### src/rtl/dasub_pkg.sv
// -----------------------------------------------------------------------------
// dasub_pkg: shared definitions for the substring deletion block
// Default store depths, load operation codes and sequencer states.
// -----------------------------------------------------------------------------
package dasub_pkg;

  localparam int TEXT_DEPTH_DEF    = 64;
  localparam int PATTERN_DEPTH_DEF = 16;

  // load operation codes
  localparam logic OP_PATTERN = 1'b0;
  localparam logic OP_TEXT    = 1'b1;

  typedef enum logic [3:0] {
    ST_IDLE,     // loading words
    ST_CHK,      // decide: compare at pos, or start output
    ST_CMP_RD,   // read text[pos+k] and pattern[k]
    ST_CMP_EV,   // compare the read bytes
    ST_SH_CHK,   // shift loop test, read text[j]
    ST_SH_WR,    // write text[j-plen]
    ST_EM_RD,    // read text[pos] for output
    ST_EM_LD,    // load output register
    ST_EM_WAIT   // hold result until taken
  } dasub_state_t;

endpackage

### src/rtl/dasub_ram.sv
// -----------------------------------------------------------------------------
// dasub_ram: generic simple dual-port RAM
// One write port, one read port, read data registered.
// -----------------------------------------------------------------------------
module dasub_ram #(
  parameter  int WIDTH = 8,
  parameter  int DEPTH = 16,
  localparam int AW    = (DEPTH > 1) ? $clog2(DEPTH) : 1
) (
  input  logic             clk,
  input  logic             we,
  input  logic [AW-1:0]    waddr,
  input  logic [WIDTH-1:0] wdata,
  input  logic [AW-1:0]    raddr,
  output logic [WIDTH-1:0] rdata
);

  logic [WIDTH-1:0] mem [DEPTH];

  always_ff @(posedge clk) begin
    if (we) begin
      mem[waddr] <= wdata;
    end
    rdata <= mem[raddr];
  end

endmodule

### src/rtl/delete_all_substring_occurrences_top.sv
// -----------------------------------------------------------------------------
// delete_all_substring_occurrences_top: remove every occurrence of a pattern
// A pattern and then a text are loaded one word per cycle (in_operation 0 for
// pattern, 1 for text). The text word marked in_is_last starts the run: the
// text is scanned from its first position, each pattern match is cut out by
// shifting the tail left and re-checked at the same position, then the
// surviving bytes are sent one word each (out_last on the final one), or one
// word with out_empty set if nothing is left. Bytes that find their store full
// are dropped and out_overflow is raised on every word of that run. An empty
// pattern deletes nothing. The run is done by one sequencer sharing a single
// byte comparator and one read port on the text RAM: each scan position passes
// a check state, then a read and a compare state per pattern byte up to the
// first mismatch; a removal reads and writes each tail byte moved, then closes
// with a final check; output reads, loads and holds each byte until it is
// taken. in_stall is high from the final text word until the last result word
// is taken; after that all counts and the overflow flag are clear and a new
// run begins.
// -----------------------------------------------------------------------------
module delete_all_substring_occurrences_top #(
  parameter int TEXT_DEPTH    = dasub_pkg::TEXT_DEPTH_DEF,
  parameter int PATTERN_DEPTH = dasub_pkg::PATTERN_DEPTH_DEF
) (
  input  logic       clk,
  input  logic       rst_n,
  // load channel
  input  logic       in_valid,
  output logic       in_stall,
  input  logic       in_operation,
  input  logic [7:0] in_data_byte,
  input  logic       in_is_last,
  // result channel
  output logic       out_valid,
  input  logic       out_stall,
  output logic [7:0] out_byte,
  output logic       out_last,
  output logic       out_empty,
  output logic       out_overflow
);

  import dasub_pkg::*;

  // count widths hold the depth itself; address widths index the stores
  localparam int CW  = $clog2(TEXT_DEPTH + 1);
  localparam int TAW = $clog2(TEXT_DEPTH);
  localparam int PCW = $clog2(PATTERN_DEPTH + 1);
  localparam int PAW = (PATTERN_DEPTH > 1) ? $clog2(PATTERN_DEPTH) : 1;
  localparam int SW  = ((CW > PCW) ? CW : PCW) + 1;  // room for pos + plen

  dasub_state_t   state_r, state_nxt;
  logic [CW-1:0]  tcnt_r, tcnt_nxt;     // text length
  logic [PCW-1:0] pcnt_r, pcnt_nxt;     // pattern length
  logic           ovf_r, ovf_nxt;       // a byte was dropped this run
  logic [CW-1:0]  pos_r, pos_nxt;       // scan position, also output index
  logic [PCW-1:0] k_r, k_nxt;           // pattern byte under compare
  logic [CW-1:0]  j_r, j_nxt;           // shift source index

  logic [7:0]     obyte_r, obyte_nxt;
  logic           olast_r, olast_nxt;
  logic           oempty_r, oempty_nxt;
  logic           oovf_r, oovf_nxt;
  logic           ovalid_r, ovalid_nxt;

  // RAM controls
  logic           t_we;
  logic [TAW-1:0] t_waddr, t_raddr;
  logic [7:0]     t_wdata, t_rdata;
  logic           p_we;
  logic [PAW-1:0] p_waddr, p_raddr;
  logic [7:0]     p_rdata;

  // shared arithmetic
  logic [SW-1:0]  end_pos;   // pos + plen
  logic [SW-1:0]  cmp_idx;   // pos + k
  logic [SW-1:0]  sh_dst;    // j - plen
  logic           in_acc;

  assign end_pos = SW'(pos_r) + SW'(pcnt_r);
  assign cmp_idx = SW'(pos_r) + SW'(k_r);
  assign sh_dst  = SW'(j_r) - SW'(pcnt_r);
  assign in_acc  = in_valid && !in_stall;

  dasub_ram #(.WIDTH(8), .DEPTH(TEXT_DEPTH)) u_text_ram (
    .clk   (clk),
    .we    (t_we),
    .waddr (t_waddr),
    .wdata (t_wdata),
    .raddr (t_raddr),
    .rdata (t_rdata)
  );

  dasub_ram #(.WIDTH(8), .DEPTH(PATTERN_DEPTH)) u_pat_ram (
    .clk   (clk),
    .we    (p_we),
    .waddr (p_waddr),
    .wdata (in_data_byte),
    .raddr (p_raddr),
    .rdata (p_rdata)
  );

  always_ff @(posedge clk) begin
    if (!rst_n) begin
      state_r  <= ST_IDLE;
      tcnt_r   <= '0;
      pcnt_r   <= '0;
      ovf_r    <= 1'b0;
      ovalid_r <= 1'b0;
    end else begin
      state_r  <= state_nxt;
      tcnt_r   <= tcnt_nxt;
      pcnt_r   <= pcnt_nxt;
      ovf_r    <= ovf_nxt;
      ovalid_r <= ovalid_nxt;
    end
  end

  always_ff @(posedge clk) begin
    pos_r    <= pos_nxt;
    k_r      <= k_nxt;
    j_r      <= j_nxt;
    obyte_r  <= obyte_nxt;
    olast_r  <= olast_nxt;
    oempty_r <= oempty_nxt;
    oovf_r   <= oovf_nxt;
  end

  always_comb begin
    state_nxt  = state_r;
    tcnt_nxt   = tcnt_r;
    pcnt_nxt   = pcnt_r;
    ovf_nxt    = ovf_r;
    pos_nxt    = pos_r;
    k_nxt      = k_r;
    j_nxt      = j_r;
    obyte_nxt  = obyte_r;
    olast_nxt  = olast_r;
    oempty_nxt = oempty_r;
    oovf_nxt   = oovf_r;
    ovalid_nxt = ovalid_r;
    t_we       = 1'b0;
    t_waddr    = tcnt_r[TAW-1:0];
    t_wdata    = in_data_byte;
    t_raddr    = pos_r[TAW-1:0];
    p_we       = 1'b0;
    p_waddr    = pcnt_r[PAW-1:0];
    p_raddr    = k_r[PAW-1:0];

    unique case (state_r)
      ST_IDLE: begin
        if (in_acc) begin
          if (in_operation == OP_PATTERN) begin
            if (pcnt_r < PCW'(PATTERN_DEPTH)) begin
              p_we     = 1'b1;
              pcnt_nxt = pcnt_r + 1'b1;
            end else begin
              ovf_nxt = 1'b1;
            end
          end else begin
            if (tcnt_r < CW'(TEXT_DEPTH)) begin
              t_we     = 1'b1;
              tcnt_nxt = tcnt_r + 1'b1;
            end else begin
              ovf_nxt = 1'b1;
            end
            if (in_is_last) begin
              pos_nxt   = '0;
              state_nxt = ST_CHK;
            end
          end
        end
      end

      ST_CHK: begin
        if (pcnt_r == '0 || end_pos > SW'(tcnt_r)) begin
          // scan done
          pos_nxt = '0;
          if (tcnt_r == '0) begin
            obyte_nxt  = '0;
            olast_nxt  = 1'b1;
            oempty_nxt = 1'b1;
            oovf_nxt   = ovf_r;
            ovalid_nxt = 1'b1;
            state_nxt  = ST_EM_WAIT;
          end else begin
            state_nxt = ST_EM_RD;
          end
        end else begin
          k_nxt     = '0;
          state_nxt = ST_CMP_RD;
        end
      end

      ST_CMP_RD: begin
        t_raddr   = cmp_idx[TAW-1:0];
        p_raddr   = k_r[PAW-1:0];
        state_nxt = ST_CMP_EV;
      end

      ST_CMP_EV: begin
        if (t_rdata != p_rdata) begin
          pos_nxt   = pos_r + 1'b1;
          state_nxt = ST_CHK;
        end else if (SW'(k_r) + SW'(1) == SW'(pcnt_r)) begin
          // full match: move the tail down over it
          j_nxt     = end_pos[CW-1:0];
          state_nxt = ST_SH_CHK;
        end else begin
          k_nxt     = k_r + 1'b1;
          state_nxt = ST_CMP_RD;
        end
      end

      ST_SH_CHK: begin
        t_raddr = j_r[TAW-1:0];
        if (j_r < tcnt_r) begin
          state_nxt = ST_SH_WR;
        end else begin
          tcnt_nxt  = CW'(SW'(tcnt_r) - SW'(pcnt_r));
          state_nxt = ST_CHK;
        end
      end

      ST_SH_WR: begin
        t_we      = 1'b1;
        t_waddr   = sh_dst[TAW-1:0];
        t_wdata   = t_rdata;
        j_nxt     = j_r + 1'b1;
        state_nxt = ST_SH_CHK;
      end

      ST_EM_RD: begin
        t_raddr   = pos_r[TAW-1:0];
        state_nxt = ST_EM_LD;
      end

      ST_EM_LD: begin
        obyte_nxt  = t_rdata;
        olast_nxt  = (SW'(pos_r) + SW'(1) == SW'(tcnt_r));
        oempty_nxt = 1'b0;
        oovf_nxt   = ovf_r;
        ovalid_nxt = 1'b1;
        state_nxt  = ST_EM_WAIT;
      end

      ST_EM_WAIT: begin
        if (!out_stall) begin
          ovalid_nxt = 1'b0;
          if (olast_r) begin
            // run finished: start a fresh one
            tcnt_nxt  = '0;
            pcnt_nxt  = '0;
            ovf_nxt   = 1'b0;
            state_nxt = ST_IDLE;
          end else begin
            pos_nxt   = pos_r + 1'b1;
            state_nxt = ST_EM_RD;
          end
        end
      end

      default: begin
        state_nxt = ST_IDLE;
      end
    endcase
  end

  assign in_stall     = (state_r != ST_IDLE);
  assign out_valid    = ovalid_r;
  assign out_byte     = obyte_r;
  assign out_last     = olast_r;
  assign out_empty    = oempty_r;
  assign out_overflow = oovf_r;

endmodule

### config.mk
export PLATFORM = sky130hd
export DESIGN_NAME = delete_all_substring_occurrences_top
export DESIGN_NICKNAME = d
export VERILOG_FILES = /design/src/rtl/dasub_pkg.sv /design/src/rtl/dasub_ram.sv /design/src/rtl/delete_all_substring_occurrences_top.sv
export SDC_FILE = /design/constraint.sdc
export NUM_CORES = 1
export LEC_CHECK = 0
export BUFFER_PORTS_ARGS = -buffer_cell sky130_fd_sc_hd__buf_2
export CELL_PAD_IN_SITES_DETAIL_PLACEMENT = 1
export CELL_PAD_IN_SITES_GLOBAL_PLACEMENT = 2
export CORE_MARGIN = 1.5
export CORE_UTILIZATION = 46
export DETAILED_ROUTE_END_ITERATION = 8
export PLACE_DENSITY = 0.78
export SYNTH_ARGS = -nofsm -noshare
export SYNTH_HDL_FRONTEND = slang
export SYNTH_SLANG_ARGS = --single-unit
### constraint.sdc
create_clock -name clk -period 3.9 [get_ports clk]
set_input_delay 0.195 -clock clk [delete_from_list [all_inputs] [get_ports clk]]
set_output_delay 0.195 -clock clk [all_outputs]
set_load 0.02 [all_outputs]
### Word-level counts from Yosys, hierarchy flattened

Memories as Yosys holds them, arrays and structs flattened. A register that Yosys moved wholly into a read port is not among the register bits.
Index checks and enable logic that the tools add are counted.

| operators by class | value |
|---|---|
| add/sub/neg operators | 11 |
| magnitude comparators | 4 |
| eq/ne operators | 30 |
| multiplexer cells | 73 |
| reduce and logical (&&, ||, !) cells | 23 |

Operators by type and width:

| operator | count |
|---|---|
| two-way mux 7 bit | 15 |
| two-way mux 5 bit | 8 |
| one-hot mux 4 bit (9 select lines) | 1 |
| inequality test 2 bit, second input constant | 17 |
| one-hot mux 7 bit (4 select lines) | 1 |
| two-way mux 4 bit | 6 |
| two-way mux 8 bit | 3 |
| two-way mux 1 bit | 22 |
| adder 7 x 1 -> 7 bit, second input constant | 3 |
| one-hot mux 7 bit (3 select lines) | 1 |
| one-hot mux 5 bit (2 select lines) | 2 |
| equality test 4 x 3 -> 1 bit, second input constant | 4 |
| one-hot mux 8 bit (2 select lines) | 1 |
| one-hot mux 7 bit (2 select lines) | 1 |
| two-way mux 3 bit | 4 |
| one-hot mux 6 bit (2 select lines) | 1 |
| AND reduction 4 bit | 3 |
| AND reduction 6 bit | 2 |
| adder 5 x 1 -> 5 bit, second input constant | 2 |
| one-hot mux 1 bit (2 select lines) | 5 |
| adder 7 x 1 -> 8 bit, second input constant | 1 |
| adder 7 x 5 -> 8 bit | 1 |
| equality test 4 x 2 -> 1 bit, second input constant | 2 |
| equality test 8 x 7 -> 1 bit | 1 |
| 27 further kinds | 34 |

| word-level totals | value |
|---|---|
| register bits | 48 |
| RAM bits | 640 |
| output and inout bits | 13 |
| memories kept | 2 |

Memory list:

| memory | words | width | rd ports | clocked after Yosys merged registers in | wr ports | RTL line | RTL |
|---|---|---|---|---|---|---|---|
| u_text_ram.mem | 64 | 8 | 1 | 1 | 1 | dasub_ram.sv:18 | `logic [WIDTH-1:0] mem [DEPTH];` |
| u_pat_ram.mem | 16 | 8 | 1 | 1 | 1 | dasub_ram.sv:18 |  |

### Logic depth before layout (Yosys ltp)

| logic depth | value |
|---|---|
| word-level depth | 7 |
| gate-level depth with buffers | 16 |

### Hierarchy

Synthesis repeated with hierarchy kept, for this count alone.

| second synthesis, totals | value |
|---|---|
| cells, all modules | 1649 |
| area, all modules | 29309.4 um^2 |

Modules (own cells, without submodules):

| module | times used | cells an instance | area each (um^2) | sequential area each (um^2) |
|---|---|---|---|---|
| dasub_ram at u_text_ram | 1 | 940 | 20166.8 | 15534.9 |
| dasub_ram at u_pat_ram | 1 | 229 | 5147.4 | 4003.8 |
| delete_all_substring_occurrences_top | 1 | 480 | 3995.1 | 1261.2 |

### Worst setup path after synthesis

OpenSTA, ideal clock, no wires.

| timing | value |
|---|---|
| path kind | reg-to-reg |
| start point | reg pcnt_r[0] |
| end point | reg obyte_r[0], in the netlist out_byte[0], enable pin |
| setup time | 0.378 ns |
| data arrival time | 3.094 ns |
| data required time | 3.522 ns |
| slack | 0.428 ns |
| stages on the path, launching flop included | 17 |
| path buffers | 0 |
| period minus slack after synthesis | 3.472 ns |
| cell sequence | dfxtp_1 -> ha_1 -> inv_1 -> fa_1 -> inv_1 -> a21oi_1 -> o21bai_1 -> a21o_1 -> nand2_1 -> xnor2_1 -> ha_1 -> nand3_1 -> nor2_1 -> o22ai_1 -> a41oi_1 -> a21o_1 -> nor2_1 |

| between the ends | value |
|---|---|
| longest elaborated chain between the ends | 5 |
| elaborated cells between the ends (all ways) | 6 |

RTL lines:

| item | RTL line | RTL |
|---|---|---|
| start: declaration | delete_all_substring_occurrences_top.sv:51 | `logic [PCW-1:0] pcnt_r, pcnt_nxt;` |
| start signal: assignment | delete_all_substring_occurrences_top.sv:110 | `pcnt_r <= pcnt_nxt;` |
| adder 7 x 5 -> 8 bit | delete_all_substring_occurrences_top.sv:77 | `assign end_pos = SW'(pos_r) + SW'(pcnt_r);` |
| > comparator 8 x 7 -> 1 bit | delete_all_substring_occurrences_top.sv:173 | `if (pcnt_r == '0 \|\| end_pos > SW'(tcnt_r)) begin` |
| logical OR 1 bit (*) | delete_all_substring_occurrences_top.sv:173 |  |
| inequality test 2 bit (no source line) (*) | - |  |
| AND reduction 3 bit (no source line) (*) | - |  |
| end signal: assignment | delete_all_substring_occurrences_top.sv:120 | `obyte_r <= obyte_nxt;` |
| end: declaration | delete_all_substring_occurrences_top.sv:57 | `logic [7:0] obyte_r, obyte_nxt;` |

Every way passes the cells marked *; elsewhere a longest branch is shown, timed or not.
A chain may end at the register's enable or synchronous reset.

### Final worst setup path

| timing | value |
|---|---|
| start point | reg pos_r[0] |
| end point | reg u_text_ram.rdata[6] (read register of u_text_ram.mem) |

| between the ends | value |
|---|---|
| longest elaborated chain between the ends | 2 |

RTL lines:

| item | RTL line | RTL |
|---|---|---|
| start: declaration | delete_all_substring_occurrences_top.sv:53 | `logic [CW-1:0] pos_r, pos_nxt;` |
| start signal: assignment | delete_all_substring_occurrences_top.sv:117 | `pos_r <= pos_nxt;` |
| adder 6 x 5 -> 6 bit | delete_all_substring_occurrences_top.sv:78 | `assign cmp_idx = SW'(pos_r) + SW'(k_r);` |
| one-hot mux 6 bit (2 select lines) (*) | delete_all_substring_occurrences_top.sv:147 | `unique case (state_r)` |
| end: declaration | dasub_ram.sv:15 | `output logic [WIDTH-1:0] rdata` |

Marks and branches as above.

==> impl_metrics.ini <==
[cells_and_area]
drive_gt1_frac = 0.163
area_delta_synth_final_pct = 15.7
fin_util = 0.536
nets = 2354

[sta]
finalClockSkew_ns = 0.0285
fin_crit_sh = 0.976
drv_slew = 0
worstMarginPinSlew_ns = 0.922
setup_viol = 0
fmax_ghz = 0.263
hold_violations = 0
relSlewSlack = 0.383
fin_crit_ns = 3.81
rsz0062_at_grt = true

[synth]
synth_nets = 2188
synth.top_cell.area_share = 0.676
synth_seq_cells = 704
synthTopCellsByCount = edfxtp_1 (670), nand2_1 (399), nor2_1 (134)
synth_top_area_cell = edfxtp_1
ys.flop_type = edfxtp_1
ys_seq_area_frac = 0.699
yosysMostFrequentCell = edfxtp_1
synthTopCellsByArea = edfxtp_1 (68%), nand2_1 (5.0%), mux4_2 (3.0%), mux2i_1 (2.8%), dfxtp_1 (2.3%)
ys_warn_count = 0
syn_inst = 2129
syn-cell-area_um2 = 29800
avgSynthCellArea_um2 = 14.0
synth_cell_types = 78
async_flop_share = 0
synth_edf_count = 670

[power_and_ir_drop]
switching_share = 0.260
power.density_nw_per_um2 = 521
totalPowerFinal_mw = 18.0
pwr-share-clk = 0.400
p_leak_nw = 12.0
seq_power_share = 0.478
p_int_mw = 13.3
ir_worst_vdd_uv = 391
p_comb_frac = 0.122
p_sw_mw = 4.68

[run_status]
status = completed

[clock_network]
htree_num_levels = 3
cts_tree = built
cts.sink_count = 704
clkTransAtPathRegs_ns = 0.06
cts_buffers = 76
clockRootBuffer = clkbuf_16
ctsLongestPathBuffers = 3
clk_latency_ns = 0.63

[setup_path]
crit_required_ns = 4.41
cp-end-kind = flip-flop
worstPathMaxFanout = 79
setup.worst_path.start_class = flip-flop
crit_arrival_ns = 4.32
path_class = reg2reg

[global_routing]
grt_pass1_wl_um = 127000
grt_max_degree = 80
grt_pass1_vias = 19608
track_usage = 0.257
antenna_found_initial = 1
grt_overflow_total = 0

[detailed_routing]
wl_per_cell_um = 26.4
num_vias = 18827
routed_wl_um = 84600
firstDrtPassIters = 5
drc_errors = 0
drt_iter0_markers = 1743
ant_nets = 0
routed_via_density = 5.87

[min_path]
hp-class = in2reg

[floorplan]
dieArea_um2 = 66200
die_x_um = 257
rows = 93
coreArea_um2 = 64200
start_util = 0.463
die_y_um = 257
ios = 27

[placement]
place_hpwl_um = 56500
port-buffer-count = 26
routabilityCongestion = 0.883

[job]
cap_violations = 0
## final cells by class
class | count | area, µm²
Clock buffer | 97 | 2060
Sequential cell | 704 | 20800
Fill cell | 6299 | 29800
Antenna cell | 1 | 2.50
Inverter | 30 | 114
Clock inverter | 38 | 418
Tap cell | 855 | 1070
Timing Repair Buffer | 199 | 1610
Multi-Input combinational cell | 1284 | 8370
## through the flow
step,hold slack (ns),TNS [ns],setup WS (ns),area [µm²],cells
floorplan,0.294,0,0.428,29800,2129
CTS,0.0745,0,0.0968,34400,3207
global placement,0.461,-0.110,-0.0105,31800,3060
detailed placement,0.463,-1.12,-0.102,31800,3060
finish,0.104,0,0.0918,34400,3208
global route,0.169,-0.647,-0.0358,34400,3207
## logic make-up (layout without fill, tap and decap cells)
logic type,Yosys count,in the layout,synth area share
mux,132,132,0.0616
compound gates,291,291,0.0685
other cells,0,1,0
buf+inv,141,364,0.0222
xor+xnor,44,44,0.0129
fa+ha+maj,45,45,0.0199
simple gates,772,772,0.116
flops,704,704,0.699
## sequential cells by signal, indices dropped and copies added (netlist names)
name	flops
state_r	4
out_valid	1
out_overflow	1
pos_r	7
out_last	1
k_r	5
ovf_r	1
out_byte	8
pcnt_r	5
out_empty	1
u_text_ram.rdata	8
u_text_ram.mem	512
tcnt_r	7
u_pat_ram.mem	128
u_pat_ram.rdata	8
j_r	7
## worst max-delay path, stage by stage, from the launching register on
cell and delay, ns:
edfxtp_1 0.40, buf_4 0.18, ha_1 0.22, fa_1 0.49
inv_1 0.04, a221oi_1 0.43, buf_4 0.20, nand2_4 0.09
buf_12 0.23, a21oi_1 0.20, a221oi_1 0.11, a311oi_1 0.59
a2111oi_2 0.10, buf_4 0.16, and3_1 0.15
## cells in the final DEF, fill, tap and decap left out, drive strengths merged, types with 10 or more instances in the layout
| master | netlist | routed |
|---|---|---|
| xor2 | 19 | 19 |
| dfxtp | 34 | 34 |
| a32oi | 55 | 55 |
| or3 | 10 | 10 |
| ha | 41 | 41 |
| nor3 | 36 | 36 |
| buf | 54 | 187 |
| edfxtp | 670 | 670 |
| clkinv | 2 | 28 |
| clkbuf | 57 | 97 |
| o21ai | 26 | 26 |
| and4 | 10 | 10 |
| nand4 | 16 | 16 |
| nor2 | 135 | 135 |
| dlygate4sd3 | 0 | 12 |
| inv | 28 | 31 |
| a22o | 13 | 13 |
| a41oi | 11 | 11 |
| a22oi | 15 | 15 |
| and3 | 10 | 10 |
| and2 | 14 | 14 |
| mux2i | 82 | 82 |
| xnor2 | 25 | 25 |
| mux2 | 10 | 10 |
| a21o | 13 | 13 |
| a21oi | 95 | 95 |
| mux4 | 40 | 40 |
| nand2 | 400 | 400 |
| nand3 | 108 | 108 |
## worst paths after layout
kind | slack [ns] | endpoint | startpoint | depth (start not counted)
worst max-delay path | 0.09 | u_text_ram.rdata[6]$_DFF_P_ | pos_r[0]$_SDFFCE_PN0P_ | 14
worst min-delay path | 0.10 | ovf_r$_SDFFE_PN0P_ | in_valid | 5
worst max register to register | 0.09 | u_text_ram.rdata[6]$_DFF_P_ | pos_r[0]$_SDFFCE_PN0P_ | 14
worst min register to register | 0.47 | out_overflow$_DFFE_PP_ | ovf_r$_SDFFE_PN0P_ | 0
## timing repair
item	4_1_cts	5_1_grt
setup buffers	0	0
setup endpoints to repair	12	26
hold endpoints to repair	132	0
hold buffers	12	0
resized for setup	2	6
## layer usage
metal / up-vias / track usage / part of all wire
met2: 576 / 0.431 / 0.49
met3: 135 / 0.0361 / 0.054
li1: 8397 / - / -
met1: 9719 / 0.348 / 0.43
met4: 0 / 0.0809 / 0.026
met5: - / 0 / 0
## power groups by stage
stage	logic, mW	clock network, mW	registers, mW
final	2.20	7.19	8.57
after global routing	2.37	7.52	8.57
after CTS	2.19	7.30	8.57
after detailed placement	2.16	0	8.72
after global placement	2.11	0	8.73
after floorplan	1.35	0	8.62
Power figures use the tool's default switching activity.
